--- src/ets_pkg.sv ---
// Shared types and character constants for the expression token scanner.
`default_nettype none

package ets_pkg;

    typedef logic [7:0] char_t;

    typedef enum logic [2:0] {
        PH_IDLE = 3'd0,
        PH_INT  = 3'd1,
        PH_FRAC = 3'd2,
        PH_EXP  = 3'd3,
        PH_EXPD = 3'd4
    } phase_t;

    typedef enum logic [1:0] {
        KIND_NUMBER   = 2'd0,
        KIND_VARIABLE = 2'd1,
        KIND_OPERATOR = 2'd2
    } kind_t;

    localparam char_t CH_SPACE = 8'h20;
    localparam char_t CH_NL    = 8'h0A;
    localparam char_t CH_DOT   = 8'h2E;
    localparam char_t CH_E     = 8'h65;
    localparam char_t CH_MINUS = 8'h2D;
    localparam char_t CH_PLUS  = 8'h2B;
    localparam char_t CH_ZERO  = 8'h30;
    localparam char_t CH_NINE  = 8'h39;
    localparam char_t CH_LC_A  = 8'h61;
    localparam char_t CH_LC_Z  = 8'h7A;

    // Scan result for the word held in the input stage.
    typedef struct packed {
        logic  emit;
        kind_t kind;
        logic  start;
    } scan_res_t;

    function automatic logic is_digit(input char_t c);
        return (c >= CH_ZERO) && (c <= CH_NINE);
    endfunction

    function automatic logic is_space(input char_t c);
        return (c == CH_SPACE) || (c == CH_NL);
    endfunction

endpackage

`default_nettype wire

--- src/expression_token_scanner.sv ---
// Top level of the expression token scanner: input stage, scan core, result register.
`default_nettype none

// Scans one character word per cycle unless a result is blocked under out_stall:
// a word sits in the input register, is classified against the number phase register
// in the same cycle it moves on, and lands in the result register. The phase register
// loop sets the rate at one word per cycle; spaces and newlines are dropped and give
// no result. A result held under out_stall does not block the input stage until that
// stage also holds a word that produces a result.
module expression_token_scanner
    import ets_pkg::*;
(
    input  wire        clk,
    input  wire        rst_n,
    input  wire        in_valid,
    output logic       in_stall,
    input  wire  [7:0] char_in,
    output logic       out_valid,
    input  wire        out_stall,
    output logic [7:0] char_out,
    output logic [1:0] token_kind,
    output logic       token_start
);

    logic      s1_valid;
    char_t     s1_char;
    scan_res_t res;
    logic      advance;
    logic      out_free;

    logic      out_valid_reg;
    logic      out_valid_next;
    char_t     out_char_reg;
    kind_t     out_kind_reg;
    logic      out_start_reg;

    assign out_free = !out_valid_reg || !out_stall;
    assign advance  = s1_valid && (!res.emit || out_free);

    ets_in_stage u_in_stage (
        .clk      (clk),
        .rst_n    (rst_n),
        .in_valid (in_valid),
        .in_stall (in_stall),
        .char_in  (char_in),
        .advance  (advance),
        .s1_valid (s1_valid),
        .s1_char  (s1_char)
    );

    ets_scan_core u_scan_core (
        .clk     (clk),
        .rst_n   (rst_n),
        .advance (advance),
        .c       (s1_char),
        .res     (res)
    );

    always_comb
    begin
        out_valid_next = out_valid_reg;
        if (advance && res.emit)
        begin
            out_valid_next = 1'b1;
        end
        else if (!out_stall)
        begin
            out_valid_next = 1'b0;
        end
    end

    always_ff @(posedge clk or negedge rst_n)
    begin
        if (!rst_n)
        begin
            out_valid_reg <= 1'b0;
        end
        else
        begin
            out_valid_reg <= out_valid_next;
        end
    end

    always_ff @(posedge clk)
    begin
        if (advance && res.emit)
        begin
            out_char_reg  <= s1_char;
            out_kind_reg  <= res.kind;
            out_start_reg <= res.start;
        end
    end

    assign out_valid   = out_valid_reg;
    assign char_out    = out_char_reg;
    assign token_kind  = out_kind_reg;
    assign token_start = out_start_reg;

`ifndef NO_ASSERTIONS
    a_no_space_out: assert property (@(posedge clk) disable iff (!rst_n)
        out_valid |-> (char_out != CH_SPACE) && (char_out != CH_NL))
        else $error("whitespace word reached the result register");

    a_single_char_token: assert property (@(posedge clk) disable iff (!rst_n)
        out_valid && (token_kind == KIND_VARIABLE || token_kind == KIND_OPERATOR)
        |-> token_start)
        else $error("variable or operator word without token start");

    a_variable_letter: assert property (@(posedge clk) disable iff (!rst_n)
        out_valid && token_kind == KIND_VARIABLE
        |-> (char_out >= CH_LC_A) && (char_out <= CH_LC_Z))
        else $error("variable kind on a non-letter word");

    a_stall_only_when_full: assert property (@(posedge clk) disable iff (!rst_n)
        in_stall |-> s1_valid && res.emit && out_valid && out_stall)
        else $error("input stalled without a blocked result");

    a_number_start_digit: assert property (@(posedge clk) disable iff (!rst_n)
        out_valid && token_kind == KIND_NUMBER && token_start
        |-> (char_out >= CH_ZERO) && (char_out <= CH_NINE))
        else $error("number token started on a non-digit");
`endif

endmodule

`default_nettype wire

--- src/ets_in_stage.sv ---
// Input register stage: holds one word until the scan core moves it on.
`default_nettype none

module ets_in_stage
    import ets_pkg::*;
(
    input  wire   clk,
    input  wire   rst_n,
    input  wire   in_valid,
    output logic  in_stall,
    input  char_t char_in,
    input  wire   advance,
    output logic  s1_valid,
    output char_t s1_char
);

    logic  s1_valid_reg;
    logic  s1_valid_next;
    char_t s1_char_reg;
    logic  load;

    assign in_stall = s1_valid_reg && !advance;
    assign load     = in_valid && !in_stall;

    always_comb
    begin
        s1_valid_next = s1_valid_reg;
        if (load)
        begin
            s1_valid_next = 1'b1;
        end
        else if (advance)
        begin
            s1_valid_next = 1'b0;
        end
    end

    always_ff @(posedge clk or negedge rst_n)
    begin
        if (!rst_n)
        begin
            s1_valid_reg <= 1'b0;
        end
        else
        begin
            s1_valid_reg <= s1_valid_next;
        end
    end

    always_ff @(posedge clk)
    begin
        if (load)
        begin
            s1_char_reg <= char_in;
        end
    end

    assign s1_valid = s1_valid_reg;
    assign s1_char  = s1_char_reg;

endmodule

`default_nettype wire

--- src/ets_scan_core.sv ---
// Scan core: number phase register and per-character classification.
`default_nettype none

module ets_scan_core
    import ets_pkg::*;
(
    input  wire       clk,
    input  wire       rst_n,
    input  wire       advance,
    input  char_t     c,
    output scan_res_t res
);

    phase_t phase_reg;
    phase_t phase_next;
    phase_t ext;
    logic   dig;

    assign dig = is_digit(c);

    // Phase after c if c extends the current number, else idle.
    always_comb
    begin
        ext = PH_IDLE;
        case (phase_reg)
            PH_INT:
            begin
                if (dig)               ext = PH_INT;
                else if (c == CH_DOT)  ext = PH_FRAC;
                else if (c == CH_E)    ext = PH_EXP;
            end
            PH_FRAC:
            begin
                if (dig)               ext = PH_FRAC;
                else if (c == CH_E)    ext = PH_EXP;
            end
            PH_EXP:
            begin
                if (dig || c == CH_PLUS || c == CH_MINUS) ext = PH_EXPD;
            end
            PH_EXPD:
            begin
                if (dig)               ext = PH_EXPD;
            end
            default:
            begin
                ext = PH_IDLE;
            end
        endcase
    end

    always_comb
    begin
        res.emit   = 1'b1;
        res.kind   = KIND_NUMBER;
        res.start  = 1'b0;
        phase_next = ext;
        if (is_space(c))
        begin
            res.emit   = 1'b0;
            phase_next = PH_IDLE;
        end
        else if (ext == PH_IDLE)
        begin
            // Scan afresh as the first character of a new token.
            res.start = 1'b1;
            if (dig)
            begin
                phase_next = PH_INT;
            end
            else if (c >= CH_LC_A && c <= CH_LC_Z)
            begin
                res.kind = KIND_VARIABLE;
            end
            else
            begin
                res.kind = KIND_OPERATOR;
            end
        end
    end

    always_ff @(posedge clk or negedge rst_n)
    begin
        if (!rst_n)
        begin
            phase_reg <= PH_IDLE;
        end
        else if (advance)
        begin
            phase_reg <= phase_next;
        end
    end

endmodule

`default_nettype wire
--- config.mk ---
export PLATFORM = sky130hd
export DESIGN_NAME = expression_token_scanner
export DESIGN_NICKNAME = d
export VERILOG_FILES = /design/src/ets_pkg.sv /design/src/expression_token_scanner.sv /design/src/ets_in_stage.sv /design/src/ets_scan_core.sv
export SDC_FILE = /design/constraint.sdc
export NUM_CORES = 1
export LEC_CHECK = 0
export ABC_AREA = 1
export BUFFER_PORTS_ARGS = -buffer_cell sky130_fd_sc_hd__buf_2
export CORE_AREA = 2 2 63 65
export CTS_BUF_LIST = sky130_fd_sc_hd__clkbuf_16
export DETAILED_ROUTE_END_ITERATION = 8
export DIE_AREA = 0 0 65 67
export SLEW_MARGIN = 20
export SYNTH_ARGS = -nofsm -noshare
export SYNTH_HDL_FRONTEND = slang
export SYNTH_HIERARCHICAL = 1
export SYNTH_SLANG_ARGS = --single-unit
--- constraint.sdc ---
create_clock -name clk -period 5.4 [get_ports clk]
set_input_delay 1.08 -clock clk [delete_from_list [all_inputs] [get_ports clk]]
set_output_delay 1.08 -clock clk [all_outputs]
set_load 0.01 [all_outputs]
# After elaboration in Yosys (flattened, before gate mapping)

Cells that the tools add are included.
Widths: inputs -> output; s select.

$add $sub $neg: 0
$mul: 0
Divide/modulo/power cells: 0
$lt $le $gt $ge: 4
Equality and inequality tests: 11
Shifts and indexed selects: 0
Muxes and demuxes: 17
Bitwise gates (word level): 1
Reductions and logical operators: 18

Operators by type and width:

| operator           | count |
|---|---|
| $eq 8x6->1 const B | 4 |
| $mux 3             | 8 |
| $pmux 3 s4         | 1 |
| $eq 8x4->1 const B | 1 |
| $eq 8x7->1 const B | 1 |
| $ge 8x6->1 const B | 1 |
| $ge 8x7->1 const B | 1 |
| $le 8x6->1 const B | 1 |
| $le 8x7->1 const B | 1 |
| $eq 3x2->1 const B | 2 |
| $logic_and 1x1->1  | 6 |
| $mux 1             | 6 |
| $logic_or 1x1->1   | 5 |
| $logic_not 1->1    | 4 |
| $mux 2             | 2 |
| $eq 3x1->1 const B | 1 |
| $eq 3x3->1 const B | 1 |
| $logic_not 3->1    | 1 |
| $reduce_or 3->1    | 1 |
| $ne 2x1->1 const B | 1 |
| $reduce_bool 2->1  | 1 |
| $not 1->1          | 1 |

Bits in registers: 24
Bits in latches: 0
RAM bits: 0
ROM bits: 0
Bits of input ports: 12
Output and inout bits: 13
Logic and storage cells: 58
Memories: 0

# Longest topological paths before layout

Gate-level depths: netlist of the first run.

Depth after elaboration: 9
Depth in mapped cells: 11
Gate-level depth less buffers: 11

# Cells and area by module

The synthesis of the first run kept the hierarchy.

By module, submodules not included:

| module                   | times used | cells each | area an instance (um^2) | sequential area each (um^2) |
|---|---|---|---|---|
| ets_scan_core            | 1          | 89         | 451.7                   | 75.1 |
| expression_token_scanner | 1          | 21         | 396.6                   | 355.3 |
| ets_in_stage             | 1          | 15         | 297.8                   | 265.3 |

# Least setup slack after synthesis of the first run

Ideal clock, no wire load.

Path kind: in2out
Start: in out_stall
End: out in_stall
Arrival time: 1501 ps
Data required time: 4320 ps
Slack: 2819 ps
Stages: 4
Path buffers: 0
Cell sequence: nand3_1 > nand2_1 > inv_1 > nor2_1

Word-level cells in the longest chain between the ends: 6

RTL lines:

| item              | RTL line                       | source |
|---|---|---|
| from (decl)       | expression_token_scanner.sv:19 | `input wire out_stall,` |
| $logic_not 1->1   | -                              |  |
| $logic_or 1x1->1  | expression_token_scanner.sv:37 | `assign out_free = !out_valid_reg \|\| !out_stall;` |
| $logic_or 1x1->1  | expression_token_scanner.sv:38 | `assign advance = s1_valid && (!res.emit \|\| out_free);` |
| $logic_and 1x1->1 | expression_token_scanner.sv:38 |  |
| via advance       | expression_token_scanner.sv:28 | `logic advance;` |
| $logic_not 1->1   | ets_in_stage.sv:22             | `assign in_stall = s1_valid_reg && !advance;` |
| $logic_and 1x1->1 | ets_in_stage.sv:22             |  |
| to (decl)         | expression_token_scanner.sv:16 | `output logic in_stall,` |

The timed path passes the listed nets, and every way through them passes these cells.

# Final worst setup path of the first run

Start: reg u_in_stage.s1_char_reg[2] (netlist: u_in_stage/s1_char[2])
End: out in_stall

Word-level cells in the longest chain between the ends: 6
Elaborated cells between the ends (all ways): 7
Classes of those cells: 2 x eq/ne; 5 x reduce/logical

RTL lines:

| item                                     | RTL line                       | source |
|---|---|---|
| from (decl)                              | ets_in_stage.sv:19             | `char_t s1_char_reg;` |
| from (signal assigned)                   | ets_in_stage.sv:54             | `s1_char_reg <= char_in;` |
| $eq 8x6->1 or $eq 8x4->1 (tied branches) | ets_pkg.sv:45                  | `return (c == CH_SPACE) \|\| (c == CH_NL);` |
| $logic_or 1x1->1 *                       | ets_pkg.sv:45                  |  |
| $logic_or 1x1->1 *                       | expression_token_scanner.sv:38 |  |
| $logic_and 1x1->1 *                      | expression_token_scanner.sv:38 |  |
| via advance                              | expression_token_scanner.sv:28 |  |
| $logic_not 1->1 *                        | ets_in_stage.sv:22             |  |
| $logic_and 1x1->1 *                      | ets_in_stage.sv:22             |  |

Mark *: on every way through the listed nets, which the timed path passes. The rest lies on a longest branch.

==> results of run 1 <==
synthesized netlist by cell type, types with 2 or more instances:
| cell | count |
|---|---|
| edfxtp_1 | 19 |
| nand2_2 | 6 |
| nor3_1 | 3 |
| nand3_1 | 7 |
| nor2_4 | 2 |
| o21ai_0 | 3 |
| o21ai_2 | 2 |
| inv_2 | 3 |
| nand2_1 | 31 |
| nor2_1 | 17 |
| dfrtp_1 | 5 |
| inv_1 | 21 |
critical path: cells and delay by family, from the launching register on:
kind	cells	cell delay, ns
AOI/OAI and AO/OA	1	0.41
buffers and inverters	2	0.24
DFF	1	0.45
and+or+nand+nor	6	0.53
final cells by class:
cell class                      count  share of cell area [%]
Timing Repair Buffer               24                    8.39
Clock buffer                        3                    5.24
Inverter                           24                    6.29
Sequential cell                    24                    48.6
Clock inverter                      1                    2.10
Multi-Input combinational cell     77                    25.2
Tap cell                           48                    4.20
layout by cell type (no fill, tap or decap), types with 2 or more instances in the layout:
master,count
nor3_1,3
inv_2,3
nand2_2,6
dfrtp_1,5
nand3_1,7
inv_1,21
o21ai_0,3
edfxtp_1,19
nor2_1,17
buf_2,24
clkbuf_16,3
nand2_1,31
nor2_4,2
o21ai_2,2
through the flow:
stage / total power (uW) / utilization, %
after floorplan: 256 / -
after global placement: 273 / 36.8
after detailed placement: 276 / 36.8
after CTS: 484 / 39.7
after global routing: 499 / 39.7
final: 479 / 39.7
kinds of logic (layout without fill, tap and decap cells):
| kind of cell | Yosys count | after routing | synth area share, % |
|---|---|---|---|
| and+or+nand+nor | 68 | 68 | 26.4 |
| AOI/OAI and AO/OA | 9 | 9 | 5.02 |
| buffers and inverters | 24 | 52 | 7.86 |
| DFF | 24 | 24 | 60.7 |
path summary, 6_finish.rpt:
path | endpoint | slack [ns] | depth (start not counted)
hold / removal | char_out[7] | 0.49 | 0
setup reg to reg | u_in_stage/s1_char[5] | 3.25 | 7
min in group asynchronous | u_scan_core/phase_reg[0] | 0.63 | 1
hold reg to reg | char_out[7] | 0.49 | 0
setup / recovery | in_stall | 2.44 | 9
max in group asynchronous | out_valid | 4.63 | 1
report_power, final:
| group | internal (uW) | leakage, uW | switching [uW] | total, uW |
|---|---|---|---|---|
| Clock | 147 | 0.0000511 | 60.9 | 208 |
| Combinational | 16.0 | 0.000398 | 29.7 | 45.7 |
| Sequential | 217 | 0.000240 | 8.13 | 225 |
| Total | 381 | 0.000689 | 98.7 | 479 |
metal layers:
| metal | GRT usage [%] | vias to the layer above |
|---|---|---|
| li1 | - | 450 |
| met1 | 11.9 | 387 |
| met2 | 18.0 | 33 |
| met3 | 1.18 | 5 |
| met4 | 8.24 | 0 |
| met5 | 0 | - |
==> results by group, run 1 <==
Setup path
  – Crit path largest cell delay: about 0.45 ns
  – Worst flop-to-flop path startpoint: u_in_stage/s1_char[2]
  – Critical-path maximum fanout: 7
  – Crit path capture type: output pin
  – Critical path, cell by cell: nor2_1 -> nand3_1 -> nor3_1 -> a31oi_1 -> nand3_1 -> nand2_1 -> inv_1 -> nor2_1 -> buf_2
  – CP arrival: 1.88 ns
  – CP required: 4.32 ns
  – Slowest CP cell: edfxtp_1
  – Worst Setup SP: u_in_stage/s1_char[2]
  – Critical Path Start Type: flop
  – Crit path kind: reg2out

Final layout
  – Register Area: 696 um^2
  – Area of the multi-input gates: 360 um^2
  – Area Growth Syn to Fin: 24.9%
  – Ant diodes: 0
  – Layout cells sized above 1: 28.1%
  – Fin area: 1430 um^2
  – Layout fillers: 361
  – NumNets Final: about 170
  – Fin cells: 201

Yosys
  – Avg Synthesized Cell Area: a little over 9 um^2
  – Syn_nets: approximately 140
  – Synth Warn #: 6
  – Post-synth cell types: 18
  – Post-synth top area share: 49.8%
  – Top cells by area, synth: edfxtp_1 50%, dfrtp_1 11%, nand2_1 10%
  – Area leader, netlist: edfxtp_1
  – Fraction of registers with async set/reset: around a fifth
  – Synthesized flop and latch total: 24
  – Number of synthesized flops with an enable pin: 19
  – Mapped Cells: 125
  – Post-synthesis sequential area ratio: 60.7%
  – Netlist Area Pre-Place: 1150 um^2
  – Ys flop type: edfxtp_1

STA
  – Final setup violation count: 0
  – Minimum clock period: between 2 and 3 ns
  – Worst-Margin Slew: 0.522 ns
  – WHS: roughly 0.5 ns
  – Slew headroom: 65.1%
  – Max Clk Rate: 0.337 GHz
  – Final Worst Setup Slack: 2.44 ns
  – Clk_skew: 0.00211 ns
  – Setup total negative slack: 0 ns
  – RSZ-0062 raised after global routing: no
  – Hold Fails Final Rpt: 0
  – Post-route clock period utilization: between 50% and 60%
  – Slew Limit Fails: 0

Drt
  – DR WL met2: 925 um
  – DRT Wirelength: 2020 um
  – Post-route ant nets: 0
  – Drt drc: 0
  – Met1 WL: 880 um
  – Initial DRC count: 36
  – Via count: 875
  – Number of iterations in the first detailed-routing pass: 4
  – Vias/cell: about 4.4
  – WL per Instance: 10.1 um
  – Top routing layer in use: met4
  – Metal3 WL: 151 um

CTS
  – CTS HTree Levels: 1
  – Clock latency on the worst-skew pair: 0.26 ns
  – # clock sinks: 24
  – # hold bufs at CTS: 0
  – Setup bufs post-CTS: 0
  – Post-CTS sizing: 0
  – CTS tree: built
  – Clock buffer count from CTS: 3
  – Clk pin slew, worst setup/hold paths: 0.06 ns
  – Clk root buf: clkbuf_16
  – Longest Clk Path Bufs: 2

GRT
  – First-pass GRT wire length: 3420 um
  – Largest net degree at the start of global routing: 15
  – Number of global-route vias before repair: 847
  – Initial antenna violation count: 0
  – Grt total ovfl: 0
  – GRT Total Usage: 10.5%

Placed design
  – Port bufs: 24
  – Routability cong.: 0.862
  – Inst Count DP: slightly below 200
  – Post-place instance area: 1330 um^2
  – Worst slack at placement: 2.62 ns
  – Hpwl dp: 1620 um

Power and ir drop
  – Lkg Pwr: around 0.0007 uW
  – Pwr Density: 335 nW/um^2
  – VDD IR max: 159 uV

Die
  – Die area: ~4400 um^2
  – Initial core utilization: 31.8%
  – Die Y: 67 um
  – # rows: 22
  – Number of top-level pins: 25
  – Core Region: roughly 3600 um^2
  – Die Wd: 65 um

Worst hold path
  – Min-delay src: u_in_stage/s1_char[7]
  – Hold Crit Class: reg2reg

Outcome
  – Status: completed

Run
  – Max-Cap Viols: 0
Note: power is estimated with default switching activity, not from simulation.
==> run 2: changes to the inputs <==
==> constraint.sdc (replaced) <==
create_clock -name clk -period 2.7 [get_ports clk]
set_input_delay 0.54 -clock clk [delete_from_list [all_inputs] [get_ports clk]]
set_output_delay 0.54 -clock clk [all_outputs]
set_load 0.01 [all_outputs]
==> run 2 against run 1 <==
Against the previous run:
- global-route usage rose by 0.62 points
- flip-flop and latch count did not move
- critical endpoint unchanged
- sequential power rose by 100%
- utilization rose by 0.21 points
- register-to-register slack got worse by 2.8 ns
- routed wire length rose by 7.9%
- design area rose by 0.52%
- via count rose by 5.5%
==> results by group, run 2 (synthesized netlist as in run 1, its figures left out) <==
Outcome
  – Status: completed (unchanged)

Worst hold path
  – Hold Crit Class: in2async (was reg2reg)

Setup path
  – Critical Path Start Type: flop (unchanged)
  – Critical-path maximum fanout: 7 (unchanged)
  – R2R depth: 9 (was 7)
  – RR Endpoint: u_in_stage/s1_char[7] (was u_in_stage/s1_char[5])
  – Critical path, cell by cell: nand2_1 -> nor3_1 -> a31oi_1 -> buf_4 -> nand3_1 -> nand2_1 -> inv_1 -> nor2_1 -> buf_2 (was nor2_1 -> nand3_1 -> nor3_1 -> a31oi_1 -> nand3_1 -> nand2_1 -> inv_1 -> nor2_1 -> buf_2)
  – Slowest CP cell: edfxtp_1 (unchanged)
  – Worst Path Buf+Inv: 3 (was 2)
  – CP required: 2.16 ns (was 4.32 ns)
  – Critical Path Most Common Cell: nand2_1
  – CP arrival: 1.92 ns (was 1.88 ns)
  – Worst flop-to-flop path startpoint: u_in_stage/s1_char[3] (was u_in_stage/s1_char[2])
  – Crit path capture type: output pin (unchanged)
  – Delay-heaviest family, CP: simple AND/OR/NAND/NOR gates (unchanged)
  – R2R setup slack: 0.47 ns (was 3.25 ns)
  – Crit path kind: reg2out (unchanged)
  – Crit path largest cell delay: 0.44 ns (was 0.45 ns)

Final layout
  – Ant diodes: 0 (unchanged)
  – Commonest cells after routing, fill and taps aside: 31 x nand2_1, 24 x buf_2, 21 x inv_1 (unchanged)
  – Most common cell after layout, fill and taps aside: nand2_1 (unchanged)
  – Layout fillers: 346 (was 361)
  – Layout cells sized above 1: 28.6% (was 28.1%)
  – NumNets Final: 167 (was 166)
  – Area Growth Syn to Fin: 25.5% (was 24.9%)

STA
  – Minimum clock period: 2.46 ns
  – Hold Fails Final Rpt: 0 (unchanged)
  – RSZ-0062 raised after global routing: no (unchanged)
  – Setup total negative slack: 0 ns (unchanged)
  – Post-route clock period utilization: 91.3%
  – Slew headroom: 71.4% (was 65.1%)
  – Max Clk Rate: 0.406 GHz
  – Final Worst Setup Slack: 0.236 ns (was 2.44 ns)
  – Clk_skew: 0.00208 ns (was 0.00211 ns)
  – Worst-Margin Slew: 0.429 ns (was 0.522 ns)
  – Final setup violation count: 0 (unchanged)
  – Slew Limit Fails: 0 (unchanged)

Power and ir drop
  – Lkg Pwr: 0.000693 uW (was 0.000689 uW)
  – VDD IR max: 337 uV (was 159 uV)
  – Pwr Density: 667 nW/um^2 (was 335 nW/um^2)

Drt
  – DRT Wirelength: 2180 um (was 2020 um)
  – WL per Instance: 10.8 um (was 10.1 um)
  – Initial DRC count: 43 (was 36)
  – Post-route ant nets: 0 (unchanged)
  – Vias/cell: 4.57 (was 4.35)
  – Drt drc: 0 (unchanged)
  – Via count: 923 (was 875)
  – Number of iterations in the first detailed-routing pass: 4 (unchanged)

Die
  – Initial core utilization: 31.8% (unchanged)
  – Die Y: 67 um (unchanged)
  – Number of top-level pins: 25 (unchanged)
  – Core Region: 3610 um^2 (unchanged)
  – Die Wd: 65 um (unchanged)
  – # rows: 22 (unchanged)
  – Die area: 4360 um^2 (unchanged)

Placed design
  – Port bufs: 24 (unchanged)
  – Hpwl dp: 1680 um (was 1620 um)
  – Worst slack at placement: 0.528 ns (was 2.62 ns)
  – Routability cong.: 0.947 (was 0.862)

CTS
  – Clk root buf: clkbuf_16 (unchanged)
  – # hold bufs at CTS: 0 (unchanged)
  – # clock sinks: 24 (unchanged)
  – Clk pin slew, worst setup/hold paths: 0.06 ns (about the same)
  – Setup bufs post-CTS: 0 (unchanged)
  – Post-CTS sizing: 0 (unchanged)
  – Clock latency on the worst-skew pair: 0.25 ns (was 0.26 ns)
  – CTS tree: built (unchanged)
  – CTS HTree Levels: 1 (unchanged)
  – Longest Clk Path Bufs: 2 (unchanged)
  – Clock buffer count from CTS: 3 (unchanged)

GRT
  – Initial antenna violation count: 0 (unchanged)
  – Number of global-route vias before repair: 885 (was 847)
  – Grt total ovfl: 0 (unchanged)
  – Met2 Usage GRT: 18.0% (unchanged)
  – Largest net degree at the start of global routing: 15 (unchanged)
  – First-pass GRT wire length: 3750 um (was 3420 um)
  – GRT Total Usage: 11.1% (was 10.5%)
  – Top Usage Layer GRT: met2 (unchanged)
  – Met3 Track Usage GR: 1.18% (unchanged)
  – GR Layer Usage met1: 14.0% (was 11.9%)

Run
  – Max-Cap Viols: 0 (unchanged)
==> run 2: cell count changes in the layout (fill, tap and decap cells not counted) <==
| cell | delta |
|---|---|
| buf_4 | +1 |
==> run 2: where the power goes <==
group / internal, uW / switching [uW]
combinational: 32.2 / 61.6
clock: 294 / 121
sequential: 434 / 16.6
==> run 2: per-layer routing <==
metal,up-vias,part of all wire [%]
li1,455,-
met1,406,45
met2,56,44
met3,6,8.2
met4,0,2.3
met5,-,0
==> run 2: worst reg2reg max path, stage by stage (launching register included) <==
cell	delay [ns]
edfxtp_1	0.44
nand2_1	0.13
nor3_1	0.28
a31oi_1	0.13
buf_4	0.18
nand3_1	0.06
nand2_1	0.05
inv_1	0.19
inv_2	0.05
a21oi_2	0.37
==> run 2: cell type report <==
cell class	instances	area (um^2)	share of cell area, %
Multi-Input combinational cell	77	360	25.0
Sequential cell	24	696	48.3
Timing Repair Buffer	25	128	8.87
Inverter	24	90.1	6.26
Tap cell	48	60.1	4.17
Clock inverter	1	30.0	2.09
Clock buffer	3	75.1	5.22
==> run 2: worst max path at each step <==
| stage | start | end | cells past startpoint |
|---|---|---|---|
| floorplan | u_in_stage/s1_char[2] | in_stall | 8 |
| global placement | u_in_stage/s1_char[2] | u_in_stage/s1_char[4] | 10 |
| detailed placement | u_in_stage/s1_char[2] | u_in_stage/s1_char[7] | 10 |
| CTS | u_in_stage/s1_char[2] | in_stall | 10 |
| global route | u_in_stage/s1_char[2] | in_stall | 10 |
| finish | u_in_stage/s1_char[3] | in_stall | 9 |
==> run 2: through the flow <==
step	total power (uW)	area (um^2)	hold WS (ns)	utilization, %	std cells
floorplan	513	1150	0.244	-	125
finish	960	1440	0.0830	39.9	202
detailed placement	552	1330	0.358	37.0	198
global placement	548	1330	0.356	37.0	198
global route	1000	1440	0.0836	39.9	202
CTS	977	1440	0.0772	39.9	202
==> run 3: changes to the inputs <==
--- a/config.mk
+++ b/config.mk
@@ -14,5 +14,4 @@
 export SLEW_MARGIN = 20
 export SYNTH_ARGS = -nofsm -noshare
 export SYNTH_HDL_FRONTEND = slang
-export SYNTH_HIERARCHICAL = 1
 export SYNTH_SLANG_ARGS = --single-unit
==> run 3 against run 2 <==
Against the previous run:
- worst setup slack better by 0.33 ns
- largest power group unchanged
- sequential share of layout area is 1.3 points higher
- clock-buffer cell count stayed put
- clock power is 1% higher
- fmax is 15% higher
- hold slack worse by 0.0029 ns
- combinational power is 11% lower
- die area stayed put
- first-iteration DRC count is 42% lower
- register-to-register slack better by 0.17 ns
- routed wire length is 3.9% lower
- largest cell class unchanged
==> results by group, run 3 <==
Outcome
  – Status: completed (unchanged)

CTS
  – Post-CTS sizing: 0 (unchanged)
  – # hold bufs at CTS: 0 (unchanged)
  – CTS HTree Levels: 1 (unchanged)
  – Longest Clk Path Bufs: 2 (unchanged)
  – Clock latency on the worst-skew pair: 0.26 ns (was 0.25 ns)
  – Clk root buf: clkbuf_16 (unchanged)
  – CTS tree: built (unchanged)
  – Clk pin slew, worst setup/hold paths: 0.06 ns (about the same)
  – # clock sinks: 24 (unchanged)
  – Setup bufs post-CTS: 0 (unchanged)
  – Clock buffer count from CTS: 3 (unchanged)

Placed design
  – Inst Count DP: 194 (was 198)
  – Post-place instance area: 1300 um^2 (was 1330 um^2)
  – Worst slack at placement: 0.648 ns (was 0.528 ns)
  – Port bufs: 24 (unchanged)
  – Hpwl dp: 1650 um (was 1680 um)
  – Routability cong.: 0.906 (was 0.947)

Drt
  – Via count: 872 (was 923)
  – Initial DRC count: 25 (was 43)
  – DRT Wirelength: 2090 um (was 2180 um)
  – Number of iterations in the first detailed-routing pass: 6 (was 4)
  – Vias/cell: 4.40 (was 4.57)
  – Drt drc: 0 (unchanged)
  – WL per Instance: 10.6 um (was 10.8 um)
  – Post-route ant nets: 0 (unchanged)

Yosys
  – Mapped Cells: 122 (was 125)
  – Synthesized flop and latch total: 24 (unchanged)
  – Number of synthesized flops with an enable pin: 19 (unchanged)
  – Post-synthesis sequential area ratio: 62.3% (was 60.7%)
  – Netlist Area Pre-Place: 1120 um^2 (was 1150 um^2)
  – Avg Synthesized Cell Area: 9.16 um^2 (was 9.17 um^2)
  – Synth Warn #: 0 (was 6)
  – Syn_nets: 134 (was 137)
  – Fraction of registers with async set/reset: 20.8% (unchanged)
  – Ys flop type: edfxtp_1 (unchanged)
  – Top-count cell post-synth: nand2_1 (unchanged)
  – Post-synth top area share: 51.1% (was 49.8%)
  – Area leader, netlist: edfxtp_1 (unchanged)
  – Most frequent cells after synthesis: 36 x nand2_1, 19 x edfxtp_1, 19 x nor2_1 (was 31 x nand2_1, 21 x inv_1, 19 x edfxtp_1)
  – Top cells by area, synth: edfxtp_1 51%, nand2_1 12%, dfrtp_1 11% (was edfxtp_1 50%, dfrtp_1 11%, nand2_1 10%)
  – Post-synth cell types: 17 (was 18)

Final layout
  – Commonest cells after routing, fill and taps aside: 36 x nand2_1, 24 x buf_2, 19 x nor2_1, 19 x edfxtp_1, 17 x inv_1 (was 31 x nand2_1, 24 x buf_2, 21 x inv_1)
  – Fin cells: 198 (was 202)
  – Area Growth Syn to Fin: 25.5% (about the same)
  – Register Area: 696 um^2 (unchanged)
  – Area of the multi-input gates: 354 um^2 (was 360 um^2)
  – Layout fillers: 347 (was 346)
  – Ant diodes: 0 (unchanged)
  – Most common cell after layout, fill and taps aside: nand2_1 (unchanged)
  – Layout cells sized above 1: 25.3% (was 28.6%)
  – NumNets Final: 163 (was 167)
  – Fin area: 1400 um^2 (was 1440 um^2)

Setup path
  – R2R setup slack: 0.64 ns (was 0.47 ns)
  – Worst Path Buf+Inv: 2 (was 3)
  – Critical-path maximum fanout: 4 (was 7)
  – Slowest CP cell: edfxtp_1 (unchanged)
  – Critical path, cell by cell: inv_1 -> nand2_1 -> nor2_2 -> nand3_1 -> and2_4 -> nand3_2 -> nor2_1 -> buf_2 (was nand2_1 -> nor3_1 -> a31oi_1 -> buf_4 -> nand3_1 -> nand2_1 -> inv_1 -> nor2_1 -> buf_2)
  – R2R depth: 8 (was 9)
  – Delay-heaviest family, CP: simple AND/OR/NAND/NOR gates (unchanged)
  – RR Endpoint: u_in_stage.s1_char[1] (was u_in_stage/s1_char[7])
  – CP required: 2.16 ns (about the same)
  – Crit path kind: reg2out (unchanged)
  – Worst flop-to-flop path startpoint: u_in_stage.s1_char[7] (was u_in_stage/s1_char[3])
  – Crit path capture type: output pin (unchanged)
  – Critical Path Start Type: flop (unchanged)
  – CP arrival: 1.60 ns (was 1.92 ns)
  – Crit path largest cell delay: 0.42 ns (was 0.44 ns)

Power and ir drop
  – Comb pwr share: 8.8% (was 9.8%)
  – Switching Fraction: 20.6% (was 20.8%)
  – Internal power: 757 uW (was 761 uW)
  – Lkg Pwr: 0.000640 uW (was 0.000693 uW)
  – VDD IR max: 291 uV (was 337 uV)
  – Flop pwr share: 47.2% (was 47.0%)
  – Clk pwr share: 44.1% (was 43.3%)
  – Switching power: 197 uW (was 199 uW)
  – Pwr Density: 680 nW/um^2 (was 667 nW/um^2)

Die
  – Initial core utilization: 31.0% (was 31.8%)
  – # rows: 22 (unchanged)
  – Number of top-level pins: 25 (unchanged)
  – Die Y: 67 um (unchanged)
  – Die Wd: 65 um (unchanged)
  – Core Region: 3610 um^2 (unchanged)
  – Die area: 4360 um^2 (unchanged)

Run
  – Max-Cap Viols: 0 (unchanged)

STA
  – Worst-Margin Slew: 0.631 ns (was 0.429 ns)
  – Setup total negative slack: 0 ns (unchanged)
  – Final setup violation count: 0 (unchanged)
  – Hold Fails Final Rpt: 0 (unchanged)
  – Max Clk Rate: 0.467 GHz (was 0.406 GHz)
  – Slew Limit Fails: 0 (unchanged)
  – Slew headroom: 57.8% (was 71.4%)
  – RSZ-0062 raised after global routing: no (unchanged)
  – Clk_skew: 0.00322 ns (was 0.00208 ns)
  – Final Worst Setup Slack: 0.561 ns (was 0.236 ns)
  – Minimum clock period: 2.14 ns (was 2.46 ns)
  – Post-route clock period utilization: 79.2% (was 91.3%)

GRT
  – GRT Total Usage: 10.5% (was 11.1%)
  – First-pass GRT wire length: 3480 um (was 3750 um)
  – Grt total ovfl: 0 (unchanged)
  – Number of global-route vias before repair: 823 (was 885)
  – Initial antenna violation count: 0 (unchanged)
  – Largest net degree at the start of global routing: 15 (unchanged)

Worst hold path
  – Hold Crit Class: in2async (unchanged)
-- run 3: changes by cell type in the layout (fill, tap and decap cells not counted), sizes merged, moves of 2 or more --
cell,before,now
nand4,1,3
inv,24,18
nand3,7,5
nand2,37,40
-- run 3: metrics by stage --
step	power (uW)	utilization [%]	hold WS, ns
after global routing	988	38.9	0.0878
after floorplan	505	-	0.244
after global placement	540	36.0	0.354
final	954	38.9	0.0802
after detailed placement	542	36.0	0.355
after CTS	963	38.9	0.0783
-- run 3: area by class of cell --
cell class	instances	area share, %
inverters	18	4.82
multi-input cells	80	25.2
clock buffers	3	5.35
clock inverters	1	2.14
well taps	48	4.28
repair buffers	24	8.56
flip-flops and latches	24	49.6
-- run 3: cell families (layout without fill, tap and decap cells) --
kind of cell    after synthesis  after routing  synth area share [%]
flops                        24             24                  62.3
compound gates                6              6                  2.69
buf+inv                      18             46                  6.05
simple gates                 74             74                  29.0
-- run 3: metal layers --
metal / wire [um] / GRT usage [%] / vias to the layer above / part of all wire [%]
met2: 942 / 16.9 / 34 / 45
li1: - / - / 449 / -
met1: 999 / 13.4 / 385 / 48
met3: 107 / 0.676 / 4 / 5.1
met5: 0 / 0 / - / 0
met4: 44 / 7.71 / 0 / 2.1
-- run 3: how the worst max path moves through the flow --
stage	depth (start not counted)	start	slack (ns)	end
6_report	8	u_in_stage.s1_char[7]	0.56	in_stall
5_1_grt	8	u_in_stage.s1_char[7]	0.49	in_stall
4_1_cts	8	u_in_stage.s1_char[7]	0.56	in_stall
3_5_place_dp	8	u_in_stage.s1_char[7]	0.65	u_in_stage.s1_char[7]
3_3_place_gp	8	u_in_stage.s1_char[7]	0.74	u_in_stage.s1_char[7]
2_1_floorplan	8	u_in_stage.s1_char[7]	0.87	u_in_stage.s1_char[0]
-- run 3: power groups by stage --
stage | sequential (uW) | combinational, uW | clock [uW]
after floorplan | 463 | 41.2 | 0
after global placement | 456 | 83.6 | 0
after detailed placement | 458 | 84.6 | 0
after CTS | 450 | 84.9 | 428
after global routing | 454 | 93.6 | 441
final | 450 | 83.5 | 421
-- run 3: worst reg2reg max path: cells and delay by family, from the launching register on --
kind          cells  cell delay [ns]
buf+inv           1             0.10
flops             1             0.42
simple gates      7             1.17
